<file path="src/mfpp_pkg.sv">
// mfpp_pkg: shared types and constants for the mocap frame packet parser
// no dependencies; imported by mocap_frame_packet_parser

package mfpp_pkg;

  // longest name kept track of, counting the terminating zero
  localparam int unsigned MAX_NAME_LEN = 256;
  localparam int unsigned NAME_POS_W   = $clog2(MAX_NAME_LEN + 1);

  // message id that carries frame data
  localparam logic [15:0] FRAME_MSG_ID = 16'd7;

  // marker set name that is passed on
  localparam int unsigned KEY_LEN = 8;
  localparam logic [7:0] KEY_NAME [KEY_LEN] = '{
    8'h6b, 8'h65, 8'h79, 8'h62, 8'h6f, 8'h61, 8'h72, 8'h64
  };

  // record kinds
  localparam logic [1:0] KIND_KEY_MARKER   = 2'd0;
  localparam logic [1:0] KIND_UNLABELED    = 2'd1;
  localparam logic [1:0] KIND_RIGID_BODY   = 2'd2;

  typedef struct packed {
    logic [7:0] data_byte;
    logic       first_byte;
  } mfpp_in_t;

  typedef struct packed {
    logic [1:0]  record_kind;
    logic [31:0] pos_x;
    logic [31:0] pos_y;
    logic [31:0] pos_z;
    logic [31:0] quat_x;
    logic [31:0] quat_y;
    logic [31:0] quat_z;
    logic [31:0] quat_w;
  } mfpp_out_t;

endpackage

</file>
<file path="src/mocap_frame_packet_parser.sv">
// mocap_frame_packet_parser: byte-wide parser of motion-capture frame datagrams
// depends on mfpp_pkg (payload structs, name constant, record kinds)
//
// usage:
//   in_*  : one datagram byte per transfer; first_byte set on the first byte of
//           a packet restarts the parser on that byte
//   out_* : one record per transfer: keyboard-set markers (kind 0), unlabeled
//           markers (kind 1) and rigid body poses (kind 2); floats as raw bits
//   each byte is handled in the cycle it is taken; a record produced by a
//   byte is shown on out_* from the next cycle on
//   throughput: one byte per cycle, limited only by the single output
//   register; the next byte is taken while a record waits, as long as the
//   receiver takes the waiting record in that same cycle
//   when the receiver stalls with a record held, in_ready drops and stays low
//   until that record is transferred, so nothing is lost or repeated
//   reset (rst_n low, synchronous) returns the parser to idle: bytes before
//   the first flagged byte are dropped, and the output register is empty
//   packets with a message id other than 7 are ignored after their byte count
//   field until the next flagged byte

module mocap_frame_packet_parser
  import mfpp_pkg::*;
(
  input  logic      clk,
  input  logic      rst_n,
  input  logic      in_valid,
  output logic      in_ready,
  input  mfpp_in_t  in_data,
  output logic      out_valid,
  input  logic      out_ready,
  output mfpp_out_t out_data
);

  // parser phases
  localparam logic [3:0] PH_IDLE   = 4'd0;
  localparam logic [3:0] PH_MSGID  = 4'd1;
  localparam logic [3:0] PH_NBYTES = 4'd2;
  localparam logic [3:0] PH_FRAME  = 4'd3;
  localparam logic [3:0] PH_NSETS  = 4'd4;
  localparam logic [3:0] PH_NAME   = 4'd5;
  localparam logic [3:0] PH_NMARK  = 4'd6;
  localparam logic [3:0] PH_MARK   = 4'd7;
  localparam logic [3:0] PH_NOTHER = 4'd8;
  localparam logic [3:0] PH_OTHER  = 4'd9;
  localparam logic [3:0] PH_NRB    = 4'd10;
  localparam logic [3:0] PH_RB     = 4'd11;
  localparam logic [3:0] PH_RBPAR  = 4'd12;
  localparam logic [3:0] PH_DONE   = 4'd13;

  localparam logic [NAME_POS_W:0] NAME_LIMIT = (NAME_POS_W + 1)'(MAX_NAME_LEN - 1);
  localparam logic [NAME_POS_W-1:0] NAME_MAX = NAME_POS_W'(MAX_NAME_LEN);
  localparam logic [NAME_POS_W-1:0] KEY_END  = NAME_POS_W'(KEY_LEN);

  // parser state
  logic [3:0]            phase_r,      phase_nxt;
  logic [1:0]            bif_r,        bif_nxt;
  logic [31:0]           shift_r,      shift_nxt;
  logic [15:0]           msg_id_r,     msg_id_nxt;
  logic [31:0]           sets_left_r,  sets_left_nxt;
  logic [31:0]           items_left_r, items_left_nxt;
  logic [3:0]            word_r,       word_nxt;
  logic [NAME_POS_W-1:0] name_pos_r,   name_pos_nxt;
  logic                  name_ok_r,    name_ok_nxt;
  logic [31:0]           words_r [7];
  logic [31:0]           words_nxt [7];

  // output register
  logic      out_valid_r;
  mfpp_out_t out_data_r;

  // per-byte working signals
  logic        in_fire;
  logic [3:0]  ph;          // phase after a possible restart
  logic [1:0]  bif;
  logic [31:0] shift_cur;
  logic [31:0] shifted;
  logic [2:0]  field_len;
  logic        field_done;
  logic        uses_field;
  logic [31:0] fv;          // completed field value
  logic [7:0]  b;
  logic        res_valid;
  mfpp_out_t   res;
  logic [3:0]  word_inc;
  logic [31:0] items_dec;
  logic [31:0] sets_dec;
  logic [2:0]  rb_idx;

  assign in_ready = !out_valid_r || out_ready;
  assign in_fire  = in_valid && in_ready;

  assign out_valid = out_valid_r;
  assign out_data  = out_data_r;

  // shared field collector: little-endian, two or four bytes
  assign b         = in_data.data_byte;
  assign ph        = in_data.first_byte ? PH_MSGID : phase_r;
  assign bif       = in_data.first_byte ? 2'd0 : bif_r;
  assign shift_cur = in_data.first_byte ? 32'd0 : shift_r;
  assign shifted   = shift_cur | ({24'd0, b} << {bif, 3'b000});
  assign field_len = (ph == PH_MSGID || ph == PH_NBYTES || ph == PH_RBPAR) ? 3'd2 : 3'd4;
  assign field_done = ({1'b0, bif} + 3'd1) >= field_len;
  assign uses_field = !(ph == PH_IDLE || ph == PH_NAME || ph == PH_DONE);
  assign fv         = shifted;

  assign word_inc  = word_r + 4'd1;
  assign items_dec = items_left_r - 32'd1;
  assign sets_dec  = sets_left_r - 32'd1;
  assign rb_idx    = 3'(word_r - 4'd1);

  always_comb begin
    phase_nxt      = phase_r;
    bif_nxt        = bif_r;
    shift_nxt      = shift_r;
    msg_id_nxt     = msg_id_r;
    sets_left_nxt  = sets_left_r;
    items_left_nxt = items_left_r;
    word_nxt       = word_r;
    name_pos_nxt   = name_pos_r;
    name_ok_nxt    = name_ok_r;
    words_nxt      = words_r;
    res_valid      = 1'b0;
    res            = '0;

    if (in_fire) begin
      phase_nxt = ph;
      bif_nxt   = bif;
      shift_nxt = shift_cur;
      if (uses_field) begin
        if (field_done) begin
          shift_nxt = 32'd0;
          bif_nxt   = 2'd0;
        end else begin
          shift_nxt = shifted;
          bif_nxt   = bif + 2'd1;
        end
      end

      unique case (ph)
        PH_MSGID: begin
          if (field_done) begin
            msg_id_nxt = fv[15:0];
            phase_nxt  = PH_NBYTES;
          end
        end
        PH_NBYTES: begin
          if (field_done) begin
            phase_nxt = (msg_id_r == FRAME_MSG_ID) ? PH_FRAME : PH_DONE;
          end
        end
        PH_FRAME: begin
          if (field_done) begin
            phase_nxt = PH_NSETS;
          end
        end
        PH_NSETS: begin
          if (field_done) begin
            if (fv == 32'd0 || fv[31]) begin
              phase_nxt = PH_NOTHER;
            end else begin
              sets_left_nxt = fv;
              phase_nxt     = PH_NAME;
              name_pos_nxt  = '0;
              name_ok_nxt   = 1'b1;
            end
          end
        end
        PH_NAME: begin
          // name compared on the fly against the key, one byte per transfer
          if (b == 8'd0) begin
            if (name_pos_r != KEY_END) begin
              name_ok_nxt = 1'b0;
            end
            phase_nxt = PH_NMARK;
          end else begin
            if (name_pos_r >= KEY_END || KEY_NAME[name_pos_r[2:0]] != b) begin
              name_ok_nxt = 1'b0;
            end
            // overlong names never match
            if (({1'b0, name_pos_r} + 1'b1) >= NAME_LIMIT) begin
              name_ok_nxt = 1'b0;
            end
            if (name_pos_r < NAME_MAX) begin
              name_pos_nxt = name_pos_r + 1'b1;
            end
          end
        end
        PH_NMARK: begin
          if (field_done) begin
            if (fv == 32'd0 || fv[31]) begin
              sets_left_nxt = sets_dec;
              if (sets_dec != 32'd0) begin
                phase_nxt    = PH_NAME;
                name_pos_nxt = '0;
                name_ok_nxt  = 1'b1;
              end else begin
                phase_nxt = PH_NOTHER;
              end
            end else begin
              items_left_nxt = fv;
              word_nxt       = 4'd0;
              phase_nxt      = PH_MARK;
            end
          end
        end
        PH_MARK, PH_OTHER: begin
          if (field_done) begin
            words_nxt[word_r[1:0]] = fv;
            word_nxt = word_inc;
            if (word_inc >= 4'd3) begin
              word_nxt   = 4'd0;
              res.pos_x  = words_nxt[0];
              res.pos_y  = words_nxt[1];
              res.pos_z  = words_nxt[2];
              if (ph == PH_OTHER) begin
                res.record_kind = KIND_UNLABELED;
                res_valid       = 1'b1;
              end else begin
                res.record_kind = KIND_KEY_MARKER;
                res_valid       = name_ok_r;
              end
              items_left_nxt = items_dec;
              if (items_dec == 32'd0) begin
                if (ph == PH_OTHER) begin
                  phase_nxt = PH_NRB;
                end else begin
                  sets_left_nxt = sets_dec;
                  if (sets_dec != 32'd0) begin
                    phase_nxt    = PH_NAME;
                    name_pos_nxt = '0;
                    name_ok_nxt  = 1'b1;
                  end else begin
                    phase_nxt = PH_NOTHER;
                  end
                end
              end
            end
          end
        end
        PH_NOTHER, PH_NRB: begin
          if (field_done) begin
            if (fv == 32'd0 || fv[31]) begin
              phase_nxt = (ph == PH_NOTHER) ? PH_NRB : PH_DONE;
            end else begin
              items_left_nxt = fv;
              word_nxt       = 4'd0;
              phase_nxt      = (ph == PH_NOTHER) ? PH_OTHER : PH_RB;
            end
          end
        end
        PH_RB: begin
          // words: id, x, y, z, qx, qy, qz, qw, error
          if (field_done) begin
            if (word_r >= 4'd1 && word_r <= 4'd7) begin
              words_nxt[rb_idx] = fv;
            end
            if (word_r == 4'd7) begin
              res.record_kind = KIND_RIGID_BODY;
              res.pos_x       = words_nxt[0];
              res.pos_y       = words_nxt[1];
              res.pos_z       = words_nxt[2];
              res.quat_x      = words_nxt[3];
              res.quat_y      = words_nxt[4];
              res.quat_z      = words_nxt[5];
              res.quat_w      = words_nxt[6];
              res_valid       = 1'b1;
            end
            word_nxt = word_inc;
            if (word_inc >= 4'd9) begin
              word_nxt  = 4'd0;
              phase_nxt = PH_RBPAR;
            end
          end
        end
        PH_RBPAR: begin
          if (field_done) begin
            items_left_nxt = items_dec;
            phase_nxt      = (items_dec == 32'd0) ? PH_DONE : PH_RB;
          end
        end
        default: begin
          // idle or done: byte dropped
        end
      endcase
    end
  end

  always_ff @(posedge clk) begin
    if (!rst_n) begin
      phase_r      <= PH_IDLE;
      bif_r        <= 2'd0;
      shift_r      <= 32'd0;
      msg_id_r     <= 16'd0;
      sets_left_r  <= 32'd0;
      items_left_r <= 32'd0;
      word_r       <= 4'd0;
      name_pos_r   <= '0;
      name_ok_r    <= 1'b1;
      out_valid_r  <= 1'b0;
      for (int i = 0; i < 7; i++) begin
        words_r[i] <= 32'd0;
      end
    end else begin
      phase_r      <= phase_nxt;
      bif_r        <= bif_nxt;
      shift_r      <= shift_nxt;
      msg_id_r     <= msg_id_nxt;
      sets_left_r  <= sets_left_nxt;
      items_left_r <= items_left_nxt;
      word_r       <= word_nxt;
      name_pos_r   <= name_pos_nxt;
      name_ok_r    <= name_ok_nxt;
      words_r      <= words_nxt;
      // load a new record, or empty the register once the receiver takes it
      if (in_fire && res_valid) begin
        out_valid_r <= 1'b1;
      end else if (out_ready) begin
        out_valid_r <= 1'b0;
      end
    end
  end

  // record payload, no reset needed
  always_ff @(posedge clk) begin
    if (in_fire && res_valid) begin
      out_data_r <= res;
    end
  end

endmodule

</file>
<file path="config.mk">
export PLATFORM = sky130hd
export DESIGN_NAME = mocap_frame_packet_parser
export DESIGN_NICKNAME = d
export VERILOG_FILES = /design/src/mfpp_pkg.sv /design/src/mocap_frame_packet_parser.sv
export SDC_FILE = /design/constraint.sdc
export NUM_CORES = 1
export LEC_CHECK = 0
export BUFFER_PORTS_ARGS = -buffer_cell sky130_fd_sc_hd__buf_2
export CAP_MARGIN = 40
export CELL_PAD_IN_SITES_DETAIL_PLACEMENT = 1
export CELL_PAD_IN_SITES_GLOBAL_PLACEMENT = 2
export CORE_ASPECT_RATIO = 0.5
export CORE_UTILIZATION = 39
export DETAILED_ROUTE_END_ITERATION = 8
export PLACE_DENSITY_LB_ADDON = 0.2
export SYNTH_ARGS = -nofsm -noshare
export SYNTH_HDL_FRONTEND = slang
export SYNTH_SLANG_ARGS = --single-unit
</file>
<file path="constraint.sdc">
create_clock -name clk -period 35.8 [get_ports clk]
set_input_delay 3.58 -clock clk [delete_from_list [all_inputs] [get_ports clk]]
set_output_delay 3.58 -clock clk [all_outputs]
set_load 0.005 [all_outputs]
</file>
==> impl_metrics.toml <==
[logic_synthesis]
async_flop_share_pct = 0
syn_area_um2 = 26800
synth_edf_count = 226
ys.flop_type = "dfxtp_1"
syn_nets = 3124
yosysWarnings = 0
synth-seq-cells = 583
syn_inst = 3094
syn_avg_cell_area_um2 = 8.67
seq_area_frac_synth_pct = 51.9
synth.distinct_cells = 95

[detailed_routing]
vias_per_cell = 5.81
dr.pass1.iters = 8
vias = 24100
ant_nets = 0
routed_wl_mm = 96.8
route.detailed.drc = 0
drtIter0Drc = 2067
wl_per_cell_um = 23.3

[clock_network]
cts_made_buffers = 56
root_buffer = "clkbuf_16"
cts_tree = "built"
hold_buffers = 0
cts.htree.levels = 2
cts_buffer_depth = 3
insertion_delay_ns = 0.64
ctsResizeCount = 0
cts_sinks = 583
clk_pin_slew_ns = 0.06
post-cts-setup-buffers = 0

[global_route]
gr-total-overflow = 0
track_usage_pct = 27.0
grt_pass1_wl_mm = 147
antenna_found_initial = 1
grt_pass1_vias = 23900
grt_max_degree = 117

[worst_setup_path]
critPathKind = "primary input to primary output"
critical_path_required_ns = 32.22
crit_chain = "buf_2 -> nand2b_1 -> buf_2"
start_kind = "primary input"
arrival_ns = 4.02
crit_path_end_kind = "primary output"
cp_top_family = "buffers and inverters"
max_stage_delay_ns = 0.19
worst_path_max_delay_cell = "nand2b_1"
cp_num_buf_inv = 2
crit_top_cell = "buf_2"
cp_max_fo = 4

[final_layout]
areaGrowthSynthToFinish_pct = 15.9
drive_above_1_share_pct = 15.5
layout.nets = 3241
layout_common_cells = "625 x nand2_1, 381 x nor2_1, 357 x dfxtp_1"
antenna_cells = 0
final_core_util_pct = 46.1
layout_commonest_cell = "nand2_1"

[pwr]
peakVddDrop_mv = 0.0303
power_density_nw_per_um2 = 46.2
power.total_mw = 1.44
p_leak_nw = 10.9

[hold_path]
hold_class = "flip-flop to flip-flop"

[timing]
rsz0062_at_grt = "false"
finalCriticalPeriod_ns = 7.60
finalSetupViolCount = 0
hold_violations = 0
tns_ns = 0
fmax_ghz = 0.132
slew_headroom_pct = 39.7
finalClockSkew_ns = 0.0331
maxSlewViolCount = 0
worst_slew_pin_slew_ns = 0.897
worst_slack_ns = 28.20
finalCritPeriodShare_pct = 21.2

[flow_run]
max-cap-violations = 0

[floorplan]
initial_core_util_pct = 39.8
die_x_um = 373
boundaryPins = 241
coreArea_um2 = 67500
die_h_um = 187
rows = 67
die_area_um2 = 69900

[placement]
pre_cts_slack_ns = 28.06
post-dp-hpwl_mm = 62.1
io_buffers = 240
gp_congestion = 0.889

[outcome]
status = "complete, no violations"
==> flip-flops by register name, summed over array words and instances, names as in the netlist <==
signal,flops
words_r,224
phase_r,4
bif_r,2
out_data,226
word_r,4
name_pos_r,9
items_left_r,32
out_valid,1
sets_left_r,32
shift_r,32
name_ok_r,1
msg_id_r,16
==> area by class of cell <==
cell class | instances | area [um2]
Fill cell | 7863 | 36400
Sequential cell | 583 | 13900
Timing Repair Buffer | 332 | 2090
Clock buffer | 80 | 1600
Multi-Input combinational cell | 2215 | 12000
Inverter | 23 | 93.8
Clock inverter | 24 | 284
Tap cell | 897 | 1120
==> logic make-up (layout without fill, tap and decap cells) <==
kind of cell / Yosys count / count (layout) / synth area share (%)
multiplexers: 32 / 32 / 1.20
adder cells (fa/ha/maj): 17 / 17 / 0.821
XOR/XNOR: 20 / 20 / 0.653
buffers and inverters: 296 / 459 / 4.37
AO/OA/AOI/OAI: 853 / 853 / 20.1
AND/OR/NAND/NOR: 1293 / 1293 / 20.9
flip-flops: 583 / 583 / 51.9
==> per-layer routing <==
metal / track usage, % / up-vias / routed length (um)
met5: 0 / - / 0
met4: 7.23 / 0 / 2450
met3: 3.34 / 162 / 4210
met2: 43.4 / 529 / 44600
met1: 38.3 / 12300 / 45600
li1: - / 11200 / -
==> report_power, final <==
group | switching, mW | internal, mW | leakage (nW)
Combinational | 0.0840 | 0.0386 | 4.54
Clock | 0.279 | 0.343 | 0.915
Sequential | 0.00582 | 0.687 | 5.46
==> path summary, 6_finish.rpt <==
path	cells after the start	slack, ns	from	to
min	2	0.46	words_r[11]$_SDFFE_PN0P_	words_r[11]$_SDFFE_PN0P_
min reg2reg	2	0.46	words_r[11]$_SDFFE_PN0P_	words_r[11]$_SDFFE_PN0P_
max reg2reg	11	31.18	phase_r[2]$_SDFFE_PN0P_	sets_left_r[18]$_SDFFE_PN0P_
max	3	28.20	out_ready	in_ready
==> worst reg2reg max path, delay by kind of cell, from the launching register on <==
family / cells / cell delay (ns)
compound gates: 5 / 1.64
simple gates: 2 / 0.92
fa+ha+maj: 1 / 0.34
buf+inv: 3 / 1.11
flops: 1 / 0.55
==> per-stage QoR <==
step / hold slack (ns) / area (um2) / cells
finish: 0.455 / 31100 / 4154
global route: 0.472 / 31100 / 4154
floorplan: 0.431 / 26800 / 3094
CTS: 0.456 / 31100 / 4154
detailed placement: 0.447 / 29200 / 4050
global placement: 0.442 / 28900 / 4030
==> synth_stat cells (18+ instances only) <==
cell	n	area (um2)
nand2_1	626	2350
nor2_1	393	1480
dfxtp_1	357	7150
a21oi_1	348	1740
clkbuf_1	235	882
edfxtp_1	226	6790
a22oi_1	135	1010
a211oi_1	100	751
o21ai_0	89	445
nor3_1	56	280
nand3_1	37	185
a31oi_1	33	206
mux2i_1	31	310
nand2b_1	26	163
o211ai_1	22	165
nand4_1	21	131
inv_1	19	71.3
nor4_1	19	119
or3_1	19	119
o31ai_1	18	135
Note: power is estimated with default switching activity, not from simulation.
